===== src/hdl/cosine_similarity_unit_assert.svh =====
// ----------------------------------------------------------------------------
// Assertion macros for the cosine similarity unit.
// Concurrent checks are compiled for simulation only.
// ----------------------------------------------------------------------------
`ifndef COSINE_SIMILARITY_UNIT_ASSERT_SVH
`define COSINE_SIMILARITY_UNIT_ASSERT_SVH
`ifndef SYNTHESIS
// Same-cycle implication, disabled during reset
`define CSU_ASSERT_IMPL(label, clk, rst, ante, cons, msg) \
  label: assert property (@(posedge clk) disable iff (rst) (ante) |-> (cons)) \
    else $error(msg);
// Next-cycle implication, disabled during reset
`define CSU_ASSERT_NEXT(label, clk, rst, ante, cons, msg) \
  label: assert property (@(posedge clk) disable iff (rst) (ante) |=> (cons)) \
    else $error(msg);
`else
`define CSU_ASSERT_IMPL(label, clk, rst, ante, cons, msg)
`define CSU_ASSERT_NEXT(label, clk, rst, ante, cons, msg)
`endif
`endif


===== src/hdl/csu_pkg.sv =====
`timescale 1ns / 1ps
// ----------------------------------------------------------------------------
// csu_pkg
// Shared widths, limits and transaction types of the cosine similarity unit.
// ----------------------------------------------------------------------------
package csu_pkg;

  localparam int ELEM_WIDTH      = 16;
  localparam int SIM_WIDTH       = 16;
  localparam int FRAC_BITS       = 15;
  localparam int SUM_WIDTH       = 41;
  localparam int PROD_WIDTH      = 2 * SUM_WIDTH;
  localparam int ROOT_WIDTH      = SUM_WIDTH;
  localparam int QUOT_WIDTH      = FRAC_BITS + 1;
  localparam int STEP_WIDTH      = $clog2(SUM_WIDTH);
  localparam int MAX_LEN_DEF     = 1024;
  localparam int QUEUE_DEPTH_DEF = 2;

  // Saturation limits of the running sums
  localparam logic [SUM_WIDTH-1:0] DOT_MAX  = {1'b0, {(SUM_WIDTH-1){1'b1}}};
  localparam logic [SUM_WIDTH-1:0] DOT_MIN  = {1'b1, {(SUM_WIDTH-1){1'b0}}};
  localparam logic [SUM_WIDTH-1:0] NORM_MAX = {SUM_WIDTH{1'b1}};

  // Clamp limits of the quotient magnitude and the Q1.15 result
  localparam logic [QUOT_WIDTH-1:0] POS_LIMIT = QUOT_WIDTH'(2**(SIM_WIDTH-1) - 1);
  localparam logic [QUOT_WIDTH-1:0] NEG_LIMIT = QUOT_WIDTH'(2**(SIM_WIDTH-1));
  localparam logic [SIM_WIDTH-1:0]  SIM_MAX   = {1'b0, {(SIM_WIDTH-1){1'b1}}};
  localparam logic [SIM_WIDTH-1:0]  SIM_MIN   = {1'b1, {(SIM_WIDTH-1){1'b0}}};

  typedef struct packed {
    logic signed [ELEM_WIDTH-1:0] elem_a;
    logic signed [ELEM_WIDTH-1:0] elem_b;
    logic                         last;
  } in_item_t;

  typedef struct packed {
    logic signed [SIM_WIDTH-1:0] similarity;
    logic                        zero_vector;
    logic                        too_long;
  } out_item_t;

  // Finished sums of one vector pair, handed from front to back
  typedef struct packed {
    logic signed [SUM_WIDTH-1:0] dot;
    logic [SUM_WIDTH-1:0]        norm_a;
    logic [SUM_WIDTH-1:0]        norm_b;
    logic                        too_long;
  } job_t;

  typedef struct packed {
    logic empty;
    logic almost_full;
    logic full;
  } queue_status_t;

endpackage


===== src/hdl/csu_front.sv =====
`timescale 1ns / 1ps
// ----------------------------------------------------------------------------
// csu_front
// Accepts element pairs, forms the products and keeps the saturating sums;
// pushes the finished sums of a vector pair into the job queue.
// ----------------------------------------------------------------------------
module csu_front #(
  parameter int MAX_LEN = csu_pkg::MAX_LEN_DEF
) (
  input  logic                   clk,
  input  logic                   rst,
  input  logic                   item_valid,
  output logic                   item_ready,
  input  csu_pkg::in_item_t      item,
  input  csu_pkg::queue_status_t q_status,
  output logic                   push,
  output csu_pkg::job_t          push_job
);
  import csu_pkg::*;

  localparam int CNT_W = $clog2(MAX_LEN + 1);
  localparam int PW    = 2 * ELEM_WIDTH;

  logic                    accept;
  logic signed [PW-1:0]    mul_dot;
  logic signed [PW-1:0]    mul_aa;
  logic signed [PW-1:0]    mul_bb;

  logic                    s1_valid;
  logic                    s1_last;
  logic signed [PW-1:0]    p_dot;
  logic [PW-2:0]           p_sq_a;
  logic [PW-2:0]           p_sq_b;

  logic [SUM_WIDTH-1:0]    dot_sum;
  logic [SUM_WIDTH-1:0]    norm_a_sum;
  logic [SUM_WIDTH-1:0]    norm_b_sum;
  logic [CNT_W-1:0]        elem_count;
  logic                    overflow_seen;

  logic signed [SUM_WIDTH:0] dot_wide;
  logic [SUM_WIDTH:0]        na_wide;
  logic [SUM_WIDTH:0]        nb_wide;
  logic [SUM_WIDTH-1:0]      dot_sum_next;
  logic [SUM_WIDTH-1:0]      norm_a_sum_next;
  logic [SUM_WIDTH-1:0]      norm_b_sum_next;
  logic [CNT_W-1:0]          elem_count_next;
  logic                      overflow_seen_next;
  logic                      at_max;

  // Hold off when the queue could not take the sums of a last pair
  assign item_ready = !q_status.full && !(s1_valid && s1_last && q_status.almost_full);
  assign accept     = item_valid && item_ready;

  // Form the three products of the incoming pair
  assign mul_dot = $signed(item.elem_a) * $signed(item.elem_b);
  assign mul_aa  = $signed(item.elem_a) * $signed(item.elem_a);
  assign mul_bb  = $signed(item.elem_b) * $signed(item.elem_b);

  always_ff @(posedge clk) begin
    if (rst) begin
      s1_valid <= 1'b0;
      s1_last  <= 1'b0;
    end else begin
      s1_valid <= accept;
      s1_last  <= accept && item.last;
    end
  end

  always_ff @(posedge clk) begin
    if (accept) begin
      p_dot  <= mul_dot;
      p_sq_a <= mul_aa[PW-2:0];
      p_sq_b <= mul_bb[PW-2:0];
    end
  end

  // Add the products into the sums and saturate
  always_comb begin
    dot_wide = $signed({{(SUM_WIDTH + 1 - PW){p_dot[PW-1]}}, p_dot})
             + $signed({dot_sum[SUM_WIDTH-1], dot_sum});
    na_wide  = {1'b0, norm_a_sum} + (SUM_WIDTH + 1)'(p_sq_a);
    nb_wide  = {1'b0, norm_b_sum} + (SUM_WIDTH + 1)'(p_sq_b);

    if (dot_wide[SUM_WIDTH] != dot_wide[SUM_WIDTH-1]) begin
      dot_sum_next = dot_wide[SUM_WIDTH] ? DOT_MIN : DOT_MAX;
    end else begin
      dot_sum_next = dot_wide[SUM_WIDTH-1:0];
    end
    norm_a_sum_next = na_wide[SUM_WIDTH] ? NORM_MAX : na_wide[SUM_WIDTH-1:0];
    norm_b_sum_next = nb_wide[SUM_WIDTH] ? NORM_MAX : nb_wide[SUM_WIDTH-1:0];

    at_max             = (elem_count == CNT_W'(MAX_LEN));
    elem_count_next    = at_max ? elem_count : elem_count + 1'b1;
    overflow_seen_next = overflow_seen || at_max;
  end

  // Advance the sums; clear them after the last pair of a vector
  always_ff @(posedge clk) begin
    if (rst) begin
      dot_sum       <= '0;
      norm_a_sum    <= '0;
      norm_b_sum    <= '0;
      elem_count    <= '0;
      overflow_seen <= 1'b0;
    end else if (s1_valid) begin
      if (s1_last) begin
        dot_sum       <= '0;
        norm_a_sum    <= '0;
        norm_b_sum    <= '0;
        elem_count    <= '0;
        overflow_seen <= 1'b0;
      end else begin
        dot_sum       <= dot_sum_next;
        norm_a_sum    <= norm_a_sum_next;
        norm_b_sum    <= norm_b_sum_next;
        elem_count    <= elem_count_next;
        overflow_seen <= overflow_seen_next;
      end
    end
  end

  // Hand the finished sums to the queue
  assign push              = s1_valid && s1_last;
  assign push_job.dot      = $signed(dot_sum_next);
  assign push_job.norm_a   = norm_a_sum_next;
  assign push_job.norm_b   = norm_b_sum_next;
  assign push_job.too_long = overflow_seen_next;

endmodule


===== src/hdl/csu_queue.sv =====
`timescale 1ns / 1ps
`include "cosine_similarity_unit_assert.svh"
// ----------------------------------------------------------------------------
// csu_queue
// Short job queue between the accumulating front and the arithmetic back.
// ----------------------------------------------------------------------------
module csu_queue #(
  parameter int DEPTH = csu_pkg::QUEUE_DEPTH_DEF
) (
  input  logic                   clk,
  input  logic                   rst,
  input  logic                   push,
  input  csu_pkg::job_t          push_job,
  input  logic                   pop,
  output csu_pkg::job_t          pop_job,
  output csu_pkg::queue_status_t status
);
  import csu_pkg::*;

  localparam int PTR_W = $clog2(DEPTH);
  localparam int CNT_W = $clog2(DEPTH + 1);

  job_t             mem [DEPTH];
  logic [PTR_W-1:0] wr_ptr;
  logic [PTR_W-1:0] rd_ptr;
  logic [CNT_W-1:0] count;

  // Write the incoming job
  always_ff @(posedge clk) begin
    if (push) begin
      mem[wr_ptr] <= push_job;
    end
  end

  assign pop_job = mem[rd_ptr];

  // Advance pointers and occupancy
  always_ff @(posedge clk) begin
    if (rst) begin
      wr_ptr <= '0;
      rd_ptr <= '0;
      count  <= '0;
    end else begin
      if (push) begin
        wr_ptr <= (wr_ptr == PTR_W'(DEPTH - 1)) ? '0 : wr_ptr + 1'b1;
      end
      if (pop) begin
        rd_ptr <= (rd_ptr == PTR_W'(DEPTH - 1)) ? '0 : rd_ptr + 1'b1;
      end
      case ({push, pop})
        2'b10:   count <= count + 1'b1;
        2'b01:   count <= count - 1'b1;
        default: count <= count;
      endcase
    end
  end

  assign status.empty       = (count == '0);
  assign status.full        = (count == CNT_W'(DEPTH));
  assign status.almost_full = (count == CNT_W'(DEPTH - 1));

  `CSU_ASSERT_IMPL(a_no_overrun, clk, rst, push, !status.full, "job pushed into full queue")
  `CSU_ASSERT_IMPL(a_no_underrun, clk, rst, pop, !status.empty, "job popped from empty queue")
  `CSU_ASSERT_NEXT(a_push_fills, clk, rst, push && !pop, !status.empty, "queue empty after push")

endmodule


===== src/hdl/csu_back.sv =====
`timescale 1ns / 1ps
`include "cosine_similarity_unit_assert.svh"
// ----------------------------------------------------------------------------
// csu_back
// Takes finished sums from the queue: multiplies the norms, takes the
// integer square root, divides and clamps, then holds the result.
// ----------------------------------------------------------------------------
module csu_back (
  input  logic                   clk,
  input  logic                   rst,
  input  csu_pkg::queue_status_t q_status,
  input  csu_pkg::job_t          job,
  output logic                   pop,
  output logic                   result_valid,
  input  logic                   result_ready,
  output csu_pkg::out_item_t     result
);
  import csu_pkg::*;

  typedef enum logic [5:0] {
    ST_IDLE  = 6'b000001,
    ST_MUL   = 6'b000010,
    ST_SQRT  = 6'b000100,
    ST_CHECK = 6'b001000,
    ST_DIV   = 6'b010000,
    ST_DONE  = 6'b100000
  } back_state_t;

  back_state_t state;
  back_state_t state_next;

  logic [STEP_WIDTH-1:0]   step;
  logic                    neg;
  logic                    zero;
  logic                    too_long;
  logic [SUM_WIDTH-1:0]    dmag;
  logic [PROD_WIDTH-1:0]   mcand;
  logic [SUM_WIDTH-1:0]    mplier;
  logic [PROD_WIDTH-1:0]   prod;
  logic [ROOT_WIDTH-1:0]   root;
  logic [ROOT_WIDTH+1:0]   rem;
  logic [ROOT_WIDTH-1:0]   div_rem;
  logic [QUOT_WIDTH-1:0]   dbits;
  logic [QUOT_WIDTH-1:0]   quot;

  logic                    load;
  logic                    last_step;
  logic                    job_zero;
  logic                    job_neg;
  logic [ROOT_WIDTH+3:0]   rem_sh;
  logic [ROOT_WIDTH+3:0]   trial;
  logic                    sq_ge;
  logic [ROOT_WIDTH+3:0]   sq_diff;
  logic [ROOT_WIDTH:0]     div_sh;
  logic                    div_ge;
  logic [ROOT_WIDTH:0]     div_diff;
  logic [SUM_WIDTH-2:0]    dmag_hi;
  logic                    sat;
  logic [SIM_WIDTH-1:0]    sim_val;

  assign pop       = (state == ST_IDLE) && !q_status.empty;
  assign load      = (state == ST_DONE) && (!result_valid || result_ready);
  assign job_zero  = (job.norm_a == '0) || (job.norm_b == '0);
  assign job_neg   = job.dot[SUM_WIDTH-1];
  assign dmag_hi   = dmag[SUM_WIDTH-1:1];
  assign sat       = ROOT_WIDTH'(dmag_hi) >= root;

  // One root digit per step
  assign rem_sh  = {rem, prod[PROD_WIDTH-1 -: 2]};
  assign trial   = (ROOT_WIDTH + 4)'({root, 2'b01});
  assign sq_ge   = rem_sh >= trial;
  assign sq_diff = rem_sh - trial;

  // One quotient bit per step
  assign div_sh   = {div_rem, dbits[QUOT_WIDTH-1]};
  assign div_ge   = div_sh >= (ROOT_WIDTH + 1)'(root);
  assign div_diff = div_sh - (ROOT_WIDTH + 1)'(root);

  always_comb begin
    case (state)
      ST_MUL, ST_SQRT: last_step = (step == STEP_WIDTH'(SUM_WIDTH - 1));
      ST_DIV:          last_step = (step == STEP_WIDTH'(QUOT_WIDTH - 1));
      default:         last_step = 1'b0;
    endcase
  end

  // Sequence the job through the shared steps
  always_comb begin
    state_next = state;
    case (state)
      ST_IDLE: begin
        if (!q_status.empty) begin
          state_next = job_zero ? ST_DONE : ST_MUL;
        end
      end
      ST_MUL: begin
        if (last_step) begin
          state_next = ST_SQRT;
        end
      end
      ST_SQRT: begin
        if (last_step) begin
          state_next = ST_CHECK;
        end
      end
      ST_CHECK: begin
        state_next = sat ? ST_DONE : ST_DIV;
      end
      ST_DIV: begin
        if (last_step) begin
          state_next = ST_DONE;
        end
      end
      ST_DONE: begin
        if (load) begin
          state_next = ST_IDLE;
        end
      end
      default: state_next = ST_IDLE;
    endcase
  end

  always_ff @(posedge clk) begin
    if (rst) begin
      state <= ST_IDLE;
      step  <= '0;
    end else begin
      state <= state_next;
      if (state != state_next || last_step) begin
        step <= '0;
      end else begin
        step <= step + 1'b1;
      end
    end
  end

  // Datapath registers per state
  always_ff @(posedge clk) begin
    case (state)
      ST_IDLE: begin
        if (!q_status.empty) begin
          neg      <= job_neg && !job_zero;
          zero     <= job_zero;
          too_long <= job.too_long;
          dmag     <= job_neg ? SUM_WIDTH'(~job.dot + 1'b1) : job.dot;
          mcand    <= PROD_WIDTH'(job.norm_a);
          mplier   <= job.norm_b;
          prod     <= '0;
          quot     <= '0;
        end
      end
      ST_MUL: begin
        if (mplier[0]) begin
          prod <= prod + mcand;
        end
        mcand  <= {mcand[PROD_WIDTH-2:0], 1'b0};
        mplier <= {1'b0, mplier[SUM_WIDTH-1:1]};
        root   <= '0;
        rem    <= '0;
      end
      ST_SQRT: begin
        prod <= {prod[PROD_WIDTH-3:0], 2'b00};
        if (sq_ge) begin
          rem  <= sq_diff[ROOT_WIDTH+1:0];
          root <= {root[ROOT_WIDTH-2:0], 1'b1};
        end else begin
          rem  <= rem_sh[ROOT_WIDTH+1:0];
          root <= {root[ROOT_WIDTH-2:0], 1'b0};
        end
      end
      ST_CHECK: begin
        div_rem <= ROOT_WIDTH'(dmag_hi);
        dbits   <= {dmag[0], {(QUOT_WIDTH-1){1'b0}}};
        quot    <= sat ? {QUOT_WIDTH{1'b1}} : '0;
      end
      ST_DIV: begin
        dbits <= {dbits[QUOT_WIDTH-2:0], 1'b0};
        if (div_ge) begin
          div_rem <= div_diff[ROOT_WIDTH-1:0];
          quot    <= {quot[QUOT_WIDTH-2:0], 1'b1};
        end else begin
          div_rem <= div_sh[ROOT_WIDTH-1:0];
          quot    <= {quot[QUOT_WIDTH-2:0], 1'b0};
        end
      end
      default: begin
        quot <= quot;
      end
    endcase
  end

  // Clamp the signed quotient to Q1.15
  always_comb begin
    if (neg) begin
      sim_val = (quot > NEG_LIMIT) ? SIM_MIN : SIM_WIDTH'(~quot + 1'b1);
    end else begin
      sim_val = (quot > POS_LIMIT) ? SIM_MAX : SIM_WIDTH'(quot);
    end
  end

  // Hold the result until the receiver takes it
  always_ff @(posedge clk) begin
    if (rst) begin
      result_valid <= 1'b0;
    end else if (load) begin
      result_valid <= 1'b1;
    end else if (result_ready) begin
      result_valid <= 1'b0;
    end
  end

  always_ff @(posedge clk) begin
    if (load) begin
      result.similarity  <= $signed(sim_val);
      result.zero_vector <= zero;
      result.too_long    <= too_long;
    end
  end

  `CSU_ASSERT_IMPL(a_state_onehot, clk, rst, 1'b1, $onehot(state), "back state not one-hot")
  `CSU_ASSERT_IMPL(a_zero_result, clk, rst, result_valid && result.zero_vector, result.similarity == '0, "zero vector with nonzero similarity")
  `CSU_ASSERT_IMPL(a_pop_idle_only, clk, rst, pop, state == ST_IDLE, "job taken while busy")
  `CSU_ASSERT_NEXT(a_load_shows, clk, rst, load, result_valid && state == ST_IDLE, "loaded result not presented")

endmodule


===== src/hdl/cosine_similarity_unit.sv =====
`timescale 1ns / 1ps
// ----------------------------------------------------------------------------
// cosine_similarity_unit
// Streaming cosine similarity of two Q1.15 vectors, one result per vector.
// ----------------------------------------------------------------------------
// Usage:
//   item channel (item_valid / item_ready / item) carries one element pair
//   per transaction; item.last closes the vector pair. The result channel
//   (result_valid / result_ready / result) carries one transaction per
//   vector pair: similarity in Q1.15, zero_vector and too_long flags.
//   The front takes one element pair per cycle while item_ready is high;
//   its sums for a closed vector pair enter a job queue of QUEUE_DEPTH
//   entries. The back handles one job at a time: it takes the job from the
//   queue, forms the norm product by shift-add, takes its square root,
//   makes one range check, divides and loads the result register; a
//   saturating quotient skips the division and a zero-norm pair goes
//   straight to the load. It takes no new job before the last is loaded.
//   When the receiver stalls the result register holds, the back waits
//   with its next result, the queue fills, and then item_ready drops.
//   Reset clears the sums, the queue and the result valid flag.
// ----------------------------------------------------------------------------
module cosine_similarity_unit #(
  parameter int MAX_LEN     = csu_pkg::MAX_LEN_DEF,
  parameter int QUEUE_DEPTH = csu_pkg::QUEUE_DEPTH_DEF
) (
  input  logic               clk,
  input  logic               rst,
  input  logic               item_valid,
  output logic               item_ready,
  input  csu_pkg::in_item_t  item,
  output logic               result_valid,
  input  logic               result_ready,
  output csu_pkg::out_item_t result
);
  import csu_pkg::*;

  logic          push;
  logic          pop;
  job_t          push_job;
  job_t          pop_job;
  queue_status_t q_status;

  // Accumulate element pairs
  csu_front #(
    .MAX_LEN (MAX_LEN)
  ) u_front (
    .clk        (clk),
    .rst        (rst),
    .item_valid (item_valid),
    .item_ready (item_ready),
    .item       (item),
    .q_status   (q_status),
    .push       (push),
    .push_job   (push_job)
  );

  // Buffer finished sums
  csu_queue #(
    .DEPTH (QUEUE_DEPTH)
  ) u_queue (
    .clk      (clk),
    .rst      (rst),
    .push     (push),
    .push_job (push_job),
    .pop      (pop),
    .pop_job  (pop_job),
    .status   (q_status)
  );

  // Root, divide and clamp
  csu_back u_back (
    .clk          (clk),
    .rst          (rst),
    .q_status     (q_status),
    .job          (pop_job),
    .pop          (pop),
    .result_valid (result_valid),
    .result_ready (result_ready),
    .result       (result)
  );

endmodule


===== config.mk =====
export PLATFORM = sky130hd
export DESIGN_NAME = cosine_similarity_unit
export DESIGN_NICKNAME = d
export VERILOG_FILES = /design/src/hdl/csu_pkg.sv /design/src/hdl/csu_front.sv /design/src/hdl/csu_queue.sv /design/src/hdl/csu_back.sv /design/src/hdl/cosine_similarity_unit.sv
export VERILOG_INCLUDE_DIRS = /design/src /design/src/hdl
export SDC_FILE = /design/constraint.sdc
export NUM_CORES = 2
export LEC_CHECK = 0
export ABC_AREA = 0
export BUFFER_PORTS_ARGS = -buffer_cell sky130_fd_sc_hd__buf_2
export CELL_PAD_IN_SITES_DETAIL_PLACEMENT = 1
export CELL_PAD_IN_SITES_GLOBAL_PLACEMENT = 1
export CORE_MARGIN = 1.5
export CORE_UTILIZATION = 47
export CTS_BUF_LIST = sky130_fd_sc_hd__clkbuf_4 sky130_fd_sc_hd__clkbuf_8 sky130_fd_sc_hd__clkbuf_16
export CTS_CLUSTER_DIAMETER = 30
export CTS_CLUSTER_SIZE = 12
export DETAILED_ROUTE_END_ITERATION = 6
export GPL_TIMING_DRIVEN = 0
export PLACE_DENSITY_LB_ADDON = 0.1
export SLEW_MARGIN = 20
export SYNTH_ARGS = -nofsm -noshare
export SYNTH_HDL_FRONTEND = slang
export SYNTH_HIERARCHICAL = 1
export SYNTH_SLANG_ARGS = --single-unit

===== constraint.sdc =====
create_clock -name clk -period 8.2 [get_ports clk]
set_input_delay 2.46 -clock clk [delete_from_list [all_inputs] [get_ports clk]]
set_output_delay 2.46 -clock clk [all_outputs]
set_load 0.02 [all_outputs]

# Word level (Yosys, flattened, before mapping)
# Memories as Yosys holds them, arrays and structs flattened. A register that Yosys moved wholly into a read port is not among the register bits.
# Index checks and enable logic that the tools add are counted.
# word_totals
out_inout_bits	20
mem_bits_rw	248
n_memories	1
ff_bits	672
# mem_list
memory	depth	width	read_ports	rd_ports_with_merged_regs	wr	line	text
u_queue.mem	2	124	1	1	1	csu_queue.sv:23	job_t mem [DEPTH];
# classes
n_mux	50
n_addsub	14
n_reduce_logical	34
n_eq_ne	18
order_cmp	5
n_bitwise	3
mul	3
# op_table
cell	n
41-bit 2-to-1 mux	9
82-bit 2-to-1 mux	3
41-bit one-hot mux with 2 select lines	3
82-bit one-hot mux with 3 select lines	1
82-bit one-hot mux with 2 select lines	1
43-bit one-hot mux with 2 select lines	1
41-bit by 31-bit adder with 42-bit output	2
82-bit adder	1
41-bit logical NOT	2
16-bit 2-to-1 mux	5
16-bit by 16-bit multiplier with 31-bit output	2
16-bit one-hot mux with 3 select lines	1
45-bit by 43-bit >= comparator with 1-bit output	1
43-bit 2-to-1 mux	1
43-bit subtractor	1
32-bit by 41-bit adder with 42-bit output	1
42-bit by 41-bit >= comparator with 1-bit output	1
6-bit 2-to-1 mux	7
41-bit by 1-bit adder with 41-bit output (second input constant)	1
40-bit by 41-bit >= comparator with 1-bit output	1
41-bit inverter	1
41-bit subtractor	1
40-bit 2-to-1 mux	1
6-bit one-hot mux with 6 select lines	1
other kinds (38)	78

# Logic depth before layout (Yosys ltp)
# depth
depth_word	8
depth_mapped	27
depth_no_buf	25

# Cells and area by module
# The synthesis kept the hierarchy.
# modules_own_cells
module	instances	cells_per_inst	area_each_um2
csu_front	1	4589	41481.0
csu_back	1	3020	28317.2
csu_queue	1	411	9427.8

# Least setup slack after synthesis
# Ideal clock, no wire load.
# synth_path
kind	input port to flip-flop
startpoint	in item[27] (netlist name)
endpoint	reg u_front.p_dot[31], data pin
path_stages	23
path_buffers	2
t_required_ns	7.940
slack_ns	-0.305
setup_ns	0.260
arrival_time_ns	8.245
cell_sequence	clkbuf_1 -> clkbuf_1 -> nand2_1 -> fa_1 -> fa_1 -> fa_1 -> fa_1 -> inv_1 -> fa_1 -> inv_1 -> fa_1 -> inv_1 -> ha_1 -> and4_1 -> and2_1 -> a32oi_1 -> a311oi_1 -> o41ai_1 -> o21ai_1 -> nor4_2 -> o41ai_1 -> a21oi_1 -> xnor2_1
# synth_via
elab_chain_cells	1
# synth_rtl
item	line	text
start, declared	cosine_similarity_unit.sv:30	input csu_pkg::in_item_t item,
16-bit by 16-bit multiplier with 32-bit output	csu_front.sv:56	assign mul_dot = $signed(item.elem_a) * $signed(item.elem_b);
net u_front.mul_dot[31]	csu_front.sv:25	logic signed [PW-1:0] mul_dot;
end signal, assigned	csu_front.sv:72	p_dot <= mul_dot;
end, declared	csu_front.sv:31	logic signed [PW-1:0] p_dot;
# The timed path passes the listed nets, and every way through them passes these cells.
# A chain may end at the register's enable or synchronous reset.

# Final worst setup path
# layout_path
startpoint	in item[25] (netlist name)
endpoint	reg u_front.p_dot[31], data pin
# Same word-level chain as after synthesis.

==> flow_summary_export.csv <==
group,metric,value,unit
synthesis,synth.top_cells.by_count,"inv_1 (1,109), nand2_1 (970), edfxtp_1 (749)",
floorplanning,core-area,0.1672,sq mm
floorplanning,dieArea,0.1710,sq mm
routing,first_pass_iters,5,
clock_tree,clockBufferDepth,3,
sta,hold_violations,0,
grt,grt_pass1_vias,65790,
floorplanning,boundaryPins,57,
placed_design,gp_congestion,0.9244,
grt,grt_usage,28.69,%
placed_design,hpwl,190.6,mm
setup_path,required,8.70,ns
synthesis,postSynthCellCount,8020,
routing,drt_iter0_markers,3209,
floorplanning,rows,150,
sta,clock_skew,0.04107,ns
setup_path,arrival,8.70,ns
sta,setup_viol,0,
status,outcome,"finished clean",
sta,fin_crit,8.200,ns
synthesis,synthesis.area,0.07923,sq mm
routing,routed_via_density,5.628,
placed_design,post_dp_cell_area,0.08310,sq mm
setup_path,path_class,"in -> reg",
synthesis,synthFlopType,"edfxtp_1",
routing,ant_nets,0,
synthesis,synth.avg_cell_area,9.879,sq um
synthesis,yosysSeqAreaShare,32.31,%
clock_tree,cts_tree,"yes",
routing,drc,0,
synthesis,synth_edf_count,749,
synthesis,ys_top_cells_by_area,"edfxtp_1 (28%), fa_1 (18%), ha_1 (9.0%)",
final_layout,drive_gt1_share,11.82,%
hold_path,hold_start,"u_front/overflow_seen",
synthesis,synth_top_area_cell,"edfxtp_1",
grt,antenna_found_initial,7,
synthesis,ys_warn_count,6,
clock_tree,clkLatencyLatePin,0.79,ns
grt,grt_pass1_wl,377.4,mm
synthesis,synthArstFlopShare,0,%
final_layout,syn_to_final_growth,16.26,%
clock_tree,cts.clk_slew.worst_paths,0.05,ns
floorplanning,fp.dieW,413.6,microns
routing,wl_per_cell,22.79,microns
synthesis,synth.most_common_cell,"inv_1",
routing,routed_wl,244.5,mm
sta,fmax,122.0,MHz
floorplanning,start_util,47.38,%
setup_path,reg2reg_from,"u_back/root[17]",
synthesis,synth_nets,9354,
placed_design,io_buffers,47,
grt,overflow,0,
final_layout,n_fill_cell,18290,
final_layout,finish.net_count,9680,
clock_tree,cts_root_buffer,"clkbuf_16",
final_layout,fin_util,55.08,%
synthesis,yosysTopAreaCellShare,28.39,%
sta,worstMarginPinSlew,1.139,ns
floorplanning,dieHeight,413.6,microns
setup_path,cp-startpoint,"item[25]",
clock_tree,cts_sinks,904,
sta,post-route-period-util,100.0,%
clock_tree,cts_buffers,204,
clock_tree,htree_levels,4,
setup_path,worst_setup_path_start_kind,"input pin",
setup_path,worst_setup_path_end_kind,"register",
routing,num_vias,60400,
sta,rsz0062_at_grt,"yes",
hold_path,holdCritPathClass,"reg -> reg",
setup_path,critPathMaxFanout,10,
grt,grt_max_degree,64,
synthesis,ys_ff_latch,904,
sta,drv_slew,0,
run,drv_cap,0,
final_layout,design_area,0.09211,sq mm
sta,slew_headroom,23.40,%
synthesis,synth_cell_types,120,
## placed cells by master (no fill, tap or decap), drive strengths merged, types with 15 or more instances in the layout
cell type / instances
a31oi: 45
nand3: 111
nand2b: 60
or3: 31
dfxtp: 155
nand4: 68
and3: 42
a22o: 74
a21oi: 391
o41ai: 16
fa: 724
or4: 15
nand2: 971
nor4: 42
mux2: 135
o211ai: 54
and2: 235
clkinvlp: 33
ha: 573
edfxtp: 749
o21a: 61
nor2: 476
or2: 27
clkinv: 77
mux2i: 43
nor3: 99
xor2: 135
a21boi: 18
and4: 15
o21ai: 385
a21o: 175
nor2b: 44
clkbuf: 442
a211oi: 55
buf: 225
inv: 1140
o31ai: 35
o21bai: 46
xnor2: 280
bufinv: 20
## critical path: stages
cell and delay, ns:
buf_6 0.13, clkbuf_16 0.17, clkbuf_16 0.19, nand2_1 0.08
fa_1 0.48, fa_2 0.62, fa_1 0.46, fa_1 0.55
inv_1 0.06, fa_1 0.48, inv_1 0.06, fa_1 0.43
inv_1 0.16, ha_4 0.25, and4_4 0.18, and2_4 0.16
a32oi_4 0.30, a311oi_4 0.15, o41ai_4 0.45, o21ai_2 0.14
nor4_4 0.30, o41ai_4 0.13, a21oi_2 0.18, xnor2_2 0.13
## path summary, 6_finish.rpt
check / endpoint / slack (ns) / depth (start not counted)
hold / removal: u_front/overflow_seen / 0.46 / 2
setup / recovery: u_front/p_dot[31] / 0.0003 / 24
setup reg to reg: u_back/div_rem[27] / 2.83 / 15
hold reg to reg: u_front/overflow_seen / 0.46 / 2
## routing by layer
metal,global-route usage (%),routed length (microns),vias up
met2,49.73,120300,1322
li1,-,-,27940
met4,13.55,12570,0
met5,0,0,-
met1,35.39,101900,30630
met3,3.619,9707,504
## cell type report
type | instances | area, sq um | area share, %
inverters | 1116 | 4233 | 4.596
repair buffers | 125 | 1299 | 1.410
flip-flops and latches | 904 | 25590 | 27.79
multi-input cells | 5685 | 48830 | 53.01
well taps | 2204 | 2758 | 2.994
clock buffers | 232 | 5413 | 5.877
diodes | 2 | 5.005 | 0.005434
clock inverters | 154 | 1652 | 1.793
plain buffers | 310 | 2325 | 2.524
## logic make-up (layout without fill, tap and decap cells)
group / after synthesis / after routing / synth area share (%)
AOI/OAI and AO/OA: 1518 / 1518 / 12.66
xor gates and xnor gates: 415 / 415 / 4.588
adders and majority gates: 1297 / 1297 / 27.34
buffers and inverters: 1431 / 1937 / 6.966
DFF: 904 / 904 / 32.31
muxes: 178 / 178 / 2.756
other: 0 / 2 / 0
and+or+nand+nor: 2277 / 2277 / 13.38
## per-stage QoR
step / setup slack (ns) / cells / hold slack, ns / setup TNS (ns)
CTS: -0.06590 / 10690 / 0.4669 / -0.06590
global route: -0.1032 / 10730 / 0.4812 / -0.3098
global placement: -2.483 / 10270 / 0.4424 / -448.93
floorplan: -0.06863 / 8020 / 0.4003 / -0.1685
detailed placement: -2.251 / 10300 / 0.4569 / -70.04
finish: 0.0002638 / 10730 / 0.4593 / 0
## state kept, by name, summed over array words and instances, names as in the netlist, 32 cells and up, named ones only
name and flops:
u_queue/mem 248, u_back/mcand 82, u_back/prod 82, u_back/rem 43, u_back/div_rem 41, u_back/dmag 41, u_back/mplier 41, u_back/root 41
u_front/dot_sum 41, u_front/norm_a_sum 41, u_front/norm_b_sum 41, u_front/p_dot 32
## what timing repair did
action	CTS	global route
setup endpoints to repair	37	21
hold endpoints to repair	0	0
cloned	0	2
gates resized for setup	240	196
setup buffers	14	39
pin swaps	20	40
hold buffers	0	0
Power is not shown: default switching activity piles up to over one toggle a cycle in this logic, so the estimate is an artifact.
